## src/hdl/rbfs_pkg.sv

```systemverilog
`default_nettype none

package rbfs_pkg;

    localparam int DEPTH       = 256;
    localparam int PTR_W       = $clog2(DEPTH);
    localparam int MAX_PATTERN = 4;
    localparam int LEN_W       = $clog2(MAX_PATTERN + 1);
    localparam int WIN_W       = 8 * MAX_PATTERN;
    localparam int POP_MAX     = 64;
    localparam int CNT_W       = $clog2(POP_MAX + 1);
    localparam int ADDR_W      = 4;

    typedef enum logic [1:0] {
        OP_PUSH = 2'd0,
        OP_POP  = 2'd1,
        OP_SYNC = 2'd2,
        OP_NONE = 2'd3
    } t_op;

    typedef enum logic [1:0] {
        RK_ACK   = 2'd0,
        RK_BYTE  = 2'd1,
        RK_EMPTY = 2'd2,
        RK_SYNC  = 2'd3
    } t_kind;

    typedef enum logic [1:0] {
        SS_FOUND = 2'd0,
        SS_NONE  = 2'd1,
        SS_SHORT = 2'd2
    } t_sync;

    typedef enum logic [1:0] {
        REG_HPAT = 2'd0,
        REG_HLEN = 2'd1,
        REG_TPAT = 2'd2,
        REG_TLEN = 2'd3
    } t_reg;

    typedef enum logic [2:0] {
        ST_IDLE,
        ST_POP_READ,
        ST_POP_DATA,
        ST_SCAN,
        ST_REPORT
    } t_state;

    typedef struct packed {
        logic [31:0]      hpat;
        logic [LEN_W-1:0] hlen;
        logic [31:0]      tpat;
        logic [LEN_W-1:0] tlen;
    } t_cfg;

    function automatic logic [LEN_W-1:0] clamp_len(input logic [2:0] len);
        logic [LEN_W-1:0] res;
        if (len == 3'd0) begin
            res = LEN_W'(1);
        end else if (int'(len) > MAX_PATTERN) begin
            res = LEN_W'(MAX_PATTERN);
        end else begin
            res = LEN_W'(len);
        end
        return res;
    endfunction

    // newest byte of the window sits in bits 7..0
    function automatic logic match_win(input logic [WIN_W-1:0] win,
                                       input logic [31:0] pat,
                                       input logic [LEN_W-1:0] len);
        logic                ok;
        logic [WIN_W+31:0]   patx;
        int                  p;
        ok   = 1'b1;
        patx = (WIN_W + 32)'(pat);
        for (int t = 0; t < MAX_PATTERN; t++) begin
            if (t < int'(len)) begin
                p = int'(len) - 1 - t;
                if (win[8*p +: 8] != patx[8*t +: 8]) begin
                    ok = 1'b0;
                end
            end
        end
        return ok;
    endfunction

endpackage

`default_nettype wire

```

## src/hdl/rbfs_if.sv

```systemverilog
`default_nettype none

interface rbfs_in_if;
    logic       valid;
    logic       ready;
    logic [1:0] opcode;
    logic [7:0] data_byte;
    logic       burst_last;
    logic [6:0] pop_limit;

    modport source (output valid, output opcode, output data_byte, output burst_last,
                    output pop_limit, input ready);
    modport sink (input valid, input opcode, input data_byte, input burst_last,
                  input pop_limit, output ready);
endinterface

interface rbfs_out_if;
    logic       valid;
    logic       ready;
    logic [1:0] result_kind;
    logic [7:0] byte_out;
    logic [7:0] fill_level;
    logic [1:0] sync_status;
    logic [7:0] frame_start;
    logic [7:0] frame_stop;
    logic       last;

    modport source (output valid, output result_kind, output byte_out, output fill_level,
                    output sync_status, output frame_start, output frame_stop,
                    output last, input ready);
    modport sink (input valid, input result_kind, input byte_out, input fill_level,
                  input sync_status, input frame_start, input frame_stop,
                  input last, output ready);
endinterface

`default_nettype wire

```

## src/hdl/rbfs_regs.sv

```systemverilog
`default_nettype none

module rbfs_regs (
    input  logic                       i_clk,
    input  logic                       i_rst_n,
    input  logic                       psel,
    input  logic                       penable,
    input  logic                       pwrite,
    input  logic [rbfs_pkg::ADDR_W-1:0] paddr,
    input  logic [31:0]                pwdata,
    output logic [31:0]                prdata,
    output logic                       pready,
    output rbfs_pkg::t_cfg             o_cfg
);
    import rbfs_pkg::*;

    logic [31:0] r_hpat;
    logic [2:0]  r_hlen;
    logic [31:0] r_tpat;
    logic [2:0]  r_tlen;
    t_reg        reg_sel;
    logic        wr_en;

    assign reg_sel = t_reg'(paddr[ADDR_W-1:2]);
    assign wr_en   = psel && penable && pwrite;
    assign pready  = 1'b1;

    always_ff @(posedge i_clk) begin
        if (!i_rst_n) begin
            r_hpat <= 32'h24;
            r_hlen <= 3'd1;
            r_tpat <= 32'h0a;
            r_tlen <= 3'd1;
        end else if (wr_en) begin
            case (reg_sel)
                REG_HPAT: r_hpat <= pwdata;
                REG_HLEN: r_hlen <= pwdata[2:0];
                REG_TPAT: r_tpat <= pwdata;
                REG_TLEN: r_tlen <= pwdata[2:0];
                default: ;
            endcase
        end
    end

    always_comb begin
        case (reg_sel)
            REG_HPAT: prdata = r_hpat;
            REG_HLEN: prdata = 32'(r_hlen);
            REG_TPAT: prdata = r_tpat;
            REG_TLEN: prdata = 32'(r_tlen);
            default:  prdata = 32'd0;
        endcase
    end

    assign o_cfg.hpat = r_hpat;
    assign o_cfg.hlen = clamp_len(r_hlen);
    assign o_cfg.tpat = r_tpat;
    assign o_cfg.tlen = clamp_len(r_tlen);

endmodule

`default_nettype wire

```

## src/hdl/ring_buffer_frame_sync_core.sv

```systemverilog
// push: acknowledged in the cycle after acceptance, only if burst_last is set
// pop: each delivered byte takes a ring memory read, then the output register
// sync: one held byte scanned per cycle from the ring memory
// throughput: one operation at a time; a new item is taken once the previous one is done
// reset (synchronous, active low) clears pointers, state and valid flags; ring contents stay
`default_nettype none

module ring_buffer_frame_sync_core (
    input  logic                       i_clk,
    input  logic                       i_rst_n,
    rbfs_in_if.sink                    i_item,
    rbfs_out_if.source                 o_res,
    input  logic                       psel,
    input  logic                       penable,
    input  logic                       pwrite,
    input  logic [rbfs_pkg::ADDR_W-1:0] paddr,
    input  logic [31:0]                pwdata,
    output logic [31:0]                prdata,
    output logic                       pready
);
    import rbfs_pkg::*;

    localparam int SUM_W = ((PTR_W > LEN_W) ? PTR_W : LEN_W) + 1;
    localparam int CW    = (PTR_W > CNT_W) ? PTR_W : CNT_W;

    t_cfg cfg;

    rbfs_regs u_regs (
        .i_clk   (i_clk),
        .i_rst_n (i_rst_n),
        .psel    (psel),
        .penable (penable),
        .pwrite  (pwrite),
        .paddr   (paddr),
        .pwdata  (pwdata),
        .prdata  (prdata),
        .pready  (pready),
        .o_cfg   (cfg)
    );

    logic [7:0] mem [DEPTH];

    t_state           r_state, n_state;
    logic [PTR_W-1:0] r_wp, n_wp;
    logic [PTR_W-1:0] r_rp, n_rp;
    logic [CNT_W-1:0] r_cnt, n_cnt;
    logic [PTR_W-1:0] r_fill, n_fill;
    logic [PTR_W-1:0] r_n, n_n;
    logic [PTR_W-1:0] r_issue, n_issue;
    logic             r_rcv_valid, n_rcv_valid;
    logic [PTR_W-1:0] r_rcv_off, n_rcv_off;
    logic [WIN_W-1:0] r_win, n_win;
    logic [LEN_W-1:0] r_seen, n_seen;
    logic             r_trl, n_trl;
    logic [PTR_W-1:0] r_start, n_start;
    logic [PTR_W-1:0] r_stop, n_stop;
    t_sync            r_status, n_status;
    logic [7:0]       r_rd_data;

    logic             r_out_valid, n_out_valid;
    t_kind            r_out_kind, n_out_kind;
    logic [7:0]       r_out_byte, n_out_byte;
    logic [PTR_W-1:0] r_out_fill, n_out_fill;
    t_sync            r_out_status, n_out_status;
    logic [PTR_W-1:0] r_out_start, n_out_start;
    logic [PTR_W-1:0] r_out_stop, n_out_stop;
    logic             r_out_last, n_out_last;

    logic             slot_free;
    logic             accept;
    logic             mem_we;
    logic [PTR_W-1:0] rd_addr;
    logic [PTR_W-1:0] held;
    logic             short_data;
    logic [CNT_W-1:0] lim;
    logic [CNT_W-1:0] cnt;
    logic             issue;
    logic [WIN_W-1:0] win_new;
    logic [LEN_W-1:0] seen_new;
    logic             found;

    assign slot_free    = !r_out_valid || o_res.ready;
    assign i_item.ready = (r_state == ST_IDLE) && slot_free;
    assign accept       = i_item.valid && i_item.ready;
    assign held         = r_wp - r_rp;
    assign short_data   = SUM_W'(held) < (SUM_W'(cfg.hlen) + SUM_W'(cfg.tlen));

    always_comb begin
        if (i_item.pop_limit == 7'd0) begin
            lim = CNT_W'(1);
        end else if (int'(i_item.pop_limit) > POP_MAX) begin
            lim = CNT_W'(POP_MAX);
        end else begin
            lim = CNT_W'(i_item.pop_limit);
        end
        cnt = (CW'(held) < CW'(lim)) ? CNT_W'(held) : lim;
    end

    assign issue    = r_issue != r_n;
    assign win_new  = (r_win << 8) | WIN_W'(r_rd_data);
    assign seen_new = (int'(r_seen) == MAX_PATTERN) ? r_seen : r_seen + LEN_W'(1);
    assign rd_addr  = (r_state == ST_SCAN) ? r_rp + r_issue : r_rp;

    always_comb begin
        n_state      = r_state;
        n_wp         = r_wp;
        n_rp         = r_rp;
        n_cnt        = r_cnt;
        n_fill       = r_fill;
        n_n          = r_n;
        n_issue      = r_issue;
        n_rcv_valid  = 1'b0;
        n_rcv_off    = r_rcv_off;
        n_win        = r_win;
        n_seen       = r_seen;
        n_trl        = r_trl;
        n_start      = r_start;
        n_stop       = r_stop;
        n_status     = r_status;
        mem_we       = 1'b0;
        found        = 1'b0;
        n_out_valid  = r_out_valid && !o_res.ready;
        n_out_kind   = r_out_kind;
        n_out_byte   = r_out_byte;
        n_out_fill   = r_out_fill;
        n_out_status = r_out_status;
        n_out_start  = r_out_start;
        n_out_stop   = r_out_stop;
        n_out_last   = r_out_last;

        case (r_state)
            ST_IDLE: begin
                if (accept) begin
                    case (t_op'(i_item.opcode))
                        OP_PUSH: begin
                            mem_we = 1'b1;
                            n_wp   = r_wp + PTR_W'(1);
                            if (i_item.burst_last) begin
                                n_out_valid  = 1'b1;
                                n_out_kind   = RK_ACK;
                                n_out_byte   = 8'd0;
                                n_out_fill   = r_wp + PTR_W'(1) - r_rp;
                                n_out_status = SS_FOUND;
                                n_out_start  = '0;
                                n_out_stop   = '0;
                                n_out_last   = 1'b1;
                            end
                        end
                        OP_POP: begin
                            if (held == '0) begin
                                n_out_valid  = 1'b1;
                                n_out_kind   = RK_EMPTY;
                                n_out_byte   = 8'd0;
                                n_out_fill   = '0;
                                n_out_status = SS_FOUND;
                                n_out_start  = '0;
                                n_out_stop   = '0;
                                n_out_last   = 1'b1;
                            end else begin
                                n_cnt   = cnt;
                                n_fill  = PTR_W'(CW'(held) - CW'(cnt));
                                n_state = ST_POP_READ;
                            end
                        end
                        OP_SYNC: begin
                            if (short_data) begin
                                n_out_valid  = 1'b1;
                                n_out_kind   = RK_SYNC;
                                n_out_byte   = 8'd0;
                                n_out_fill   = held;
                                n_out_status = SS_SHORT;
                                n_out_start  = '0;
                                n_out_stop   = '0;
                                n_out_last   = 1'b1;
                            end else begin
                                n_n     = held;
                                n_issue = '0;
                                n_seen  = '0;
                                n_trl   = 1'b0;
                                n_state = ST_SCAN;
                            end
                        end
                        default: ;
                    endcase
                end
            end
            ST_POP_READ: begin
                n_state = ST_POP_DATA;
            end
            ST_POP_DATA: begin
                if (slot_free) begin
                    n_out_valid  = 1'b1;
                    n_out_kind   = RK_BYTE;
                    n_out_byte   = r_rd_data;
                    n_out_fill   = r_fill;
                    n_out_status = SS_FOUND;
                    n_out_start  = '0;
                    n_out_stop   = '0;
                    n_out_last   = (r_cnt == CNT_W'(1));
                    n_rp         = r_rp + PTR_W'(1);
                    n_cnt        = r_cnt - CNT_W'(1);
                    n_state      = (r_cnt == CNT_W'(1)) ? ST_IDLE : ST_POP_READ;
                end
            end
            ST_SCAN: begin
                n_issue     = r_issue + PTR_W'(issue);
                n_rcv_valid = issue;
                n_rcv_off   = r_issue;
                if (r_rcv_valid) begin
                    n_win  = win_new;
                    n_seen = seen_new;
                    if (!r_trl) begin
                        if (seen_new >= cfg.hlen && match_win(win_new, cfg.hpat, cfg.hlen)) begin
                            n_trl   = 1'b1;
                            n_seen  = '0;
                            n_start = r_rp + r_rcv_off - PTR_W'(cfg.hlen) + PTR_W'(1);
                        end
                    end else if (seen_new >= cfg.tlen
                                 && match_win(win_new, cfg.tpat, cfg.tlen)) begin
                        found    = 1'b1;
                        n_stop   = r_rp + r_rcv_off + PTR_W'(1);
                        n_status = SS_FOUND;
                        n_state  = ST_REPORT;
                    end
                    if (!found && r_rcv_off == r_n - PTR_W'(1)) begin
                        n_status = SS_NONE;
                        n_state  = ST_REPORT;
                    end
                end
            end
            ST_REPORT: begin
                if (slot_free) begin
                    n_out_valid  = 1'b1;
                    n_out_kind   = RK_SYNC;
                    n_out_byte   = 8'd0;
                    n_out_fill   = r_n;
                    n_out_status = r_status;
                    n_out_start  = (r_status == SS_FOUND) ? r_start : '0;
                    n_out_stop   = (r_status == SS_FOUND) ? r_stop : '0;
                    n_out_last   = 1'b1;
                    n_state      = ST_IDLE;
                end
            end
            default: n_state = ST_IDLE;
        endcase
    end

    always_ff @(posedge i_clk) begin
        if (mem_we) begin
            mem[r_wp] <= i_item.data_byte;
        end
        r_rd_data <= mem[rd_addr];
    end

    always_ff @(posedge i_clk) begin
        if (!i_rst_n) begin
            r_state     <= ST_IDLE;
            r_wp        <= '0;
            r_rp        <= '0;
            r_rcv_valid <= 1'b0;
            r_out_valid <= 1'b0;
        end else begin
            r_state     <= n_state;
            r_wp        <= n_wp;
            r_rp        <= n_rp;
            r_rcv_valid <= n_rcv_valid;
            r_out_valid <= n_out_valid;
        end
    end

    always_ff @(posedge i_clk) begin
        r_cnt        <= n_cnt;
        r_fill       <= n_fill;
        r_n          <= n_n;
        r_issue      <= n_issue;
        r_rcv_off    <= n_rcv_off;
        r_win        <= n_win;
        r_seen       <= n_seen;
        r_trl        <= n_trl;
        r_start      <= n_start;
        r_stop       <= n_stop;
        r_status     <= n_status;
        r_out_kind   <= n_out_kind;
        r_out_byte   <= n_out_byte;
        r_out_fill   <= n_out_fill;
        r_out_status <= n_out_status;
        r_out_start  <= n_out_start;
        r_out_stop   <= n_out_stop;
        r_out_last   <= n_out_last;
    end

    assign o_res.valid       = r_out_valid;
    assign o_res.result_kind = r_out_kind;
    assign o_res.byte_out    = r_out_byte;
    assign o_res.fill_level  = 8'(r_out_fill);
    assign o_res.sync_status = r_out_status;
    assign o_res.frame_start = 8'(r_out_start);
    assign o_res.frame_stop  = 8'(r_out_stop);
    assign o_res.last        = r_out_last;

`ifndef SYNTHESIS
    a_busy_not_ready: assert property (@(posedge i_clk) disable iff (!i_rst_n)
        (r_state != ST_IDLE) |-> !i_item.ready)
        else $error("item accepted while busy");

    a_pop_count: assert property (@(posedge i_clk) disable iff (!i_rst_n)
        (r_state == ST_POP_READ || r_state == ST_POP_DATA) |-> (r_cnt != '0))
        else $error("pop running with zero count");

    a_multi_only_pop: assert property (@(posedge i_clk) disable iff (!i_rst_n)
        (o_res.valid && !o_res.last) |-> (o_res.result_kind == RK_BYTE))
        else $error("non-final result that is not a popped byte");

    a_scan_bound: assert property (@(posedge i_clk) disable iff (!i_rst_n)
        (r_state == ST_SCAN) |-> (r_issue <= r_n))
        else $error("scan read beyond held data");
`endif

endmodule

`default_nettype wire

```

## src/flat_wrapper.sv

```systemverilog
// flat-port wrapper written by rule: the top's interface ports become plain ports
module ring_buffer_frame_sync_core_flat import rbfs_pkg::*;
  (i_clk, i_rst_n, psel, penable, pwrite, paddr, pwdata, prdata, pready, i_item_valid, i_item_opcode, i_item_data_byte, i_item_burst_last, i_item_pop_limit, i_item_ready, o_res_valid, o_res_result_kind, o_res_byte_out, o_res_fill_level, o_res_sync_status, o_res_frame_start, o_res_frame_stop, o_res_last, o_res_ready);
  rbfs_in_if i_item_i ();
  rbfs_out_if o_res_i ();
  input  logic i_clk;
  input  logic i_rst_n;
  input  logic psel;
  input  logic penable;
  input  logic pwrite;
  input  logic [rbfs_pkg::ADDR_W-1:0] paddr;
  input  logic [31:0] pwdata;
  output logic [31:0] prdata;
  output logic pready;
  input wire logic [$bits(i_item_i.valid)-1:0] i_item_valid;
  input wire logic [$bits(i_item_i.opcode)-1:0] i_item_opcode;
  input wire logic [$bits(i_item_i.data_byte)-1:0] i_item_data_byte;
  input wire logic [$bits(i_item_i.burst_last)-1:0] i_item_burst_last;
  input wire logic [$bits(i_item_i.pop_limit)-1:0] i_item_pop_limit;
  output wire logic [$bits(i_item_i.ready)-1:0] i_item_ready;
  output wire logic [$bits(o_res_i.valid)-1:0] o_res_valid;
  output wire logic [$bits(o_res_i.result_kind)-1:0] o_res_result_kind;
  output wire logic [$bits(o_res_i.byte_out)-1:0] o_res_byte_out;
  output wire logic [$bits(o_res_i.fill_level)-1:0] o_res_fill_level;
  output wire logic [$bits(o_res_i.sync_status)-1:0] o_res_sync_status;
  output wire logic [$bits(o_res_i.frame_start)-1:0] o_res_frame_start;
  output wire logic [$bits(o_res_i.frame_stop)-1:0] o_res_frame_stop;
  output wire logic [$bits(o_res_i.last)-1:0] o_res_last;
  input wire logic [$bits(o_res_i.ready)-1:0] o_res_ready;
  assign i_item_i.valid = i_item_valid;
  assign i_item_i.opcode = i_item_opcode;
  assign i_item_i.data_byte = i_item_data_byte;
  assign i_item_i.burst_last = i_item_burst_last;
  assign i_item_i.pop_limit = i_item_pop_limit;
  assign i_item_ready = i_item_i.ready;
  assign o_res_valid = o_res_i.valid;
  assign o_res_result_kind = o_res_i.result_kind;
  assign o_res_byte_out = o_res_i.byte_out;
  assign o_res_fill_level = o_res_i.fill_level;
  assign o_res_sync_status = o_res_i.sync_status;
  assign o_res_frame_start = o_res_i.frame_start;
  assign o_res_frame_stop = o_res_i.frame_stop;
  assign o_res_last = o_res_i.last;
  assign o_res_i.ready = o_res_ready;
  ring_buffer_frame_sync_core u_core (.i_clk(i_clk), .i_rst_n(i_rst_n), .i_item(i_item_i), .o_res(o_res_i), .psel(psel), .penable(penable), .pwrite(pwrite), .paddr(paddr), .pwdata(pwdata), .prdata(prdata), .pready(pready));
endmodule
```

## config.mk

```make
export PLATFORM = sky130hd
export DESIGN_NAME = ring_buffer_frame_sync_core_flat
export DESIGN_NICKNAME = d
export VERILOG_FILES = /design/src/hdl/rbfs_pkg.sv /design/src/hdl/rbfs_if.sv /design/src/hdl/rbfs_regs.sv /design/src/hdl/ring_buffer_frame_sync_core.sv /design/src/flat_wrapper.sv
export SDC_FILE = /design/constraint.sdc
export NUM_CORES = 2
export LEC_CHECK = 0
export BUFFER_PORTS_ARGS = -buffer_cell sky130_fd_sc_hd__clkbuf_2
export CAP_MARGIN = 20
export CELL_PAD_IN_SITES_DETAIL_PLACEMENT = 0
export CELL_PAD_IN_SITES_GLOBAL_PLACEMENT = 1
export CORE_MARGIN = 2
export CORE_UTILIZATION = 56
export DETAILED_ROUTE_END_ITERATION = 7
export GPL_ROUTABILITY_DRIVEN = 0
export PLACE_DENSITY_LB_ADDON = 0.05
export SYNTH_ARGS = -nofsm -noshare
export SYNTH_HDL_FRONTEND = slang
export SYNTH_HIERARCHICAL = 1
export SYNTH_SLANG_ARGS = --single-unit
export TNS_END_PERCENT = 50
```

## constraint.sdc

```tcl
create_clock -name i_clk -period 23 [get_ports i_clk]
set_input_delay 0 -clock i_clk [delete_from_list [all_inputs] [get_ports i_clk]]
set_output_delay 0 -clock i_clk [all_outputs]
set_load 0.02 [all_outputs]
```

==> run summary <==
Cell Area, Placed: 99800 µm²
Yosys reg bits: 2268
delay-heaviest family, CP: buffers and inverters
Cell Rows: 152
Final Cell Area: 108000 µm²
H-Tree Depth: 4
crit end category: flop
Tot Pwr: 9800 µW
f_max: 141 MHz
top fanout value on the critical path: 186
PortBufs: 129
clock transition at the registers of the reported paths: 0.07 ns
remaining antenna violation count after routing: 0
io pins: 133
WL per Instance: 26.0 µm
final hold vios: 0
antenna violations before repair: 5
largest family of logic cells by synthesized area: simple AND/OR/NAND/NOR gates
worst hold path startpoint: i_item_burst_last
worst hold path type: input pin to flop
CTS buffer count: 227
Seq pwr share: 47.5%
synth-to-layout area growth: 10.9%
Simple-Gate Fraction of Synth Area: 16.0%
Final Core Density: 62.7%
adder-cell area share of the yosys netlist: 1.29%
combinational power share: 16.4%
Core ar.: 172000 µm²
Synth cell types: 90
cell taking the most area after synthesis: edfxtp_1
r2r startpoint: u_core/r_rp[0]
Area contributors post-synth: edfxtp_1, nand2_1, nand3_1
PD cells: 90.8 nW/µm²
DRC: 0
Die Y: 421 µm
Final setup viols: 0
Post-Layout Cell Count: 10397
drt first pass iters: 6
WP data arrival: 7.87 ns
ys async rst share: 0%
die area: 177000 µm²
Slew Limit Fails: 0
Initial Util: 56.5%
cts-stage hold buffer count: 98
largest net degree at the start of global routing: 187
Avg Cell Area, Syn: 12.4 µm²
clock root buffer: clkbuf_16
CP Class: flop to flop
Reg area: 67100 µm²
top cell type's share of synthesized area: 67.0%
max-cap viol count: 0
TNS Setup: 0 ns
CP startpoint: u_core/r_rp[0]
Mapped Cells: 7824
CTS tree: built
synthesized area: 97200 µm²
Yosys warnings: 10
commonest non-fill, non-tap cell in the layout: edfxtp_1
mux cell area share after synthesis: 3.74%
EDFF count, synth: 2169
Compound-Gate Fraction of Synth Area: 5.81%
Iter 0 DRT Violations: 7639
Startpoint Class: flop
first-pass GRT wire length: 396 mm
post-CTS setup buffers: 0
max incr delay on CP: 0.77 ns
dpl cells: 9875
Max-Slew Margin vs Limit: 23.8%
DR vias: 64312
fillers: 13245
hpwl dp: 158 mm
worst slew pin tran: 1.14 ns
Clock Sinks: 2268
crit path cell chain: ha_1 -> and4b_2 -> a21oi_4 -> buf_12 -> buf_12 -> buf_12 -> buf_4 -> nand2_1 -> a311oi_1 -> a31oi_1 -> a32o_1 -> a221oi_1 -> o22a_1 -> and4_1
vias in the first global route: 60114
clock share of power: 36.2%
Worst EP required: 23.76 ns
Die X: 421 µm
Via density: 6.19
Synth Flop Type: edfxtp_1
gr usage total: 30.3%
final worst-path cycle share: 30.9%
commonest cells after routing, fill and taps aside: edfxtp_1, nand2_1, nand3_1, nor2_1
Sw Ratio: 27.7%
Peak VDD IR: 0.0807 mV
Int Pwr: 7080 µW
layout net count: 8050
leak pwr: 0.0368 µW
CP Buf/Inv Count: 4
Multi-input gate area: 27500 µm²
Setup Skew: 0.0271 ns
grt ovf: 0
most used cell, CP: buf_12
Seq/Total Area, Yosys: 69.0%
RSZ-0062 raised after global routing: false
Post-Synthesis Net Count: 7981
Post-Synth XOR/XNOR Area: 1.20%
outcome: finished clean
Sw Pwr: 2720 µW
clk_lat worst skew: 0.87 ns
cts repair resizes: 0
largest buffer count on any clock path: 3
final worst path period need: 7.10 ns
CP max stage cell: a221oi_1
final wirelength: 270 mm
share of layout cells above drive strength 1: 9.07%
==> tightest hold or removal path, stage by stage <==
cell	delay, ns
clkbuf_2	0.09
a21oi_1	0.18
a211oi_1	0.07
nor3_1	0.17
a2111oi_2	0.09
buf_4	0.20
==> cell families after synthesis <==
family / count (synthesis)
simple gates: 3584
buf+inv: 641
mux: 329
xor+xnor: 132
compound gates: 773
fa+ha+maj: 96
flops: 2268
other cells: 1
==> cells in the mapped netlist (7+ instances only) <==
cell type and number:
nand3b_1 8, buf_1 99, o211a_1 8, dfxtp_1 99, nand3_1 1103, and2_1 53
xnor2_1 82, ha_1 89, a21o_1 17, inv_1 126, mux4_2 19, o21a_1 10
nor2b_1 39, a211oi_1 102, nor2_1 393, clkbuf_1 177, a21oi_1 57, a31oi_1 113
buf_6 13, edfxtp_1 2169, a311oi_1 67, nand2_1 1829, buf_4 22, and3_1 35
mux2i_1 229, a221oi_1 69, nand4_1 23, mux2_2 80, nand2b_1 16, buf_2 200
a22oi_1 55, o22a_1 7, o221ai_1 14, a32oi_1 32, xor2_1 49, nor4_1 25
fa_1 7, o21ai_0 48, o22ai_1 93, nor3_1 19
==> metal layers <==
layer | vias up | GRT usage, % | wire, µm
met5 | - | 0 | 13
met1 | 32155 | 44.7 | 114000
met2 | 2853 | 47.4 | 126000
li1 | 28911 | - | -
met4 | 2 | 8.39 | 6970
met3 | 391 | 4.20 | 23400
==> registers in the layout, summed over array words and instances (netlist names), 3 cells and up <==
name,flops
u_core/u_regs/r_hpat,32
u_core/r_win,24
u_core/r_start,8
u_core/u_regs/r_tlen,3
u_core/r_stop,8
u_core/r_rcv_off,8
u_core/o_res.fill_level,8
u_core/r_seen,3
u_core/r_rp,8
u_core/r_issue,8
u_core/u_regs/r_hlen,3
u_core/r_rd_data,8
u_core/o_res.frame_start,8
u_core/r_n,8
u_core/r_wp,8
u_core/u_regs/r_tpat,32
u_core/r_cnt,7
u_core/o_res.frame_stop,8
u_core/o_res.byte_out,8
u_core/r_state,3
u_core/mem,2048
u_core/r_fill,8
==> final timing paths <==
path	end	slack (ns)	depth (start not counted)
min reg2reg	u_core/u_regs/r_tpat[9]	0.48	2
min	u_core/o_res.byte_out[6]	0.15	6
max	u_core/r_rd_data[6]	15.90	14
max reg2reg	u_core/r_rd_data[6]	15.90	14
==> power groups by stage <==
stage	logic, µW	registers, µW	clock network [µW]
final	1600	4650	3540
after global routing	1740	4650	3750
after CTS	1590	4650	3590
after detailed placement	1580	4740	0
after global placement	1560	4730	0
after floorplan	1030	4740	0
==> stage by stage <==
| step | setup slack, ns | hold slack (ns) |
|---|---|---|
| after floorplan | 15.60 | 0.0989 |
| after global placement | 16.13 | 0.250 |
| after detailed placement | 16.08 | 0.257 |
| after CTS | 16.06 | 0.0898 |
| after global routing | 15.74 | 0.145 |
| final | 15.90 | 0.148 |
==> cell type report <==
| class | instances | share of cell area [%] |
|---|---|---|
| inverter | 130 | 0.452 |
| antenna | 2 | 0.00464 |
| tap | 2310 | 2.68 |
| clock inverter | 117 | 0.954 |
| multi-input combinational | 4915 | 25.5 |
| clock buffer | 304 | 5.61 |
| sequential | 2268 | 62.2 |
| timing repair buffer | 351 | 2.55 |
(Power assumes the default switching activity.)
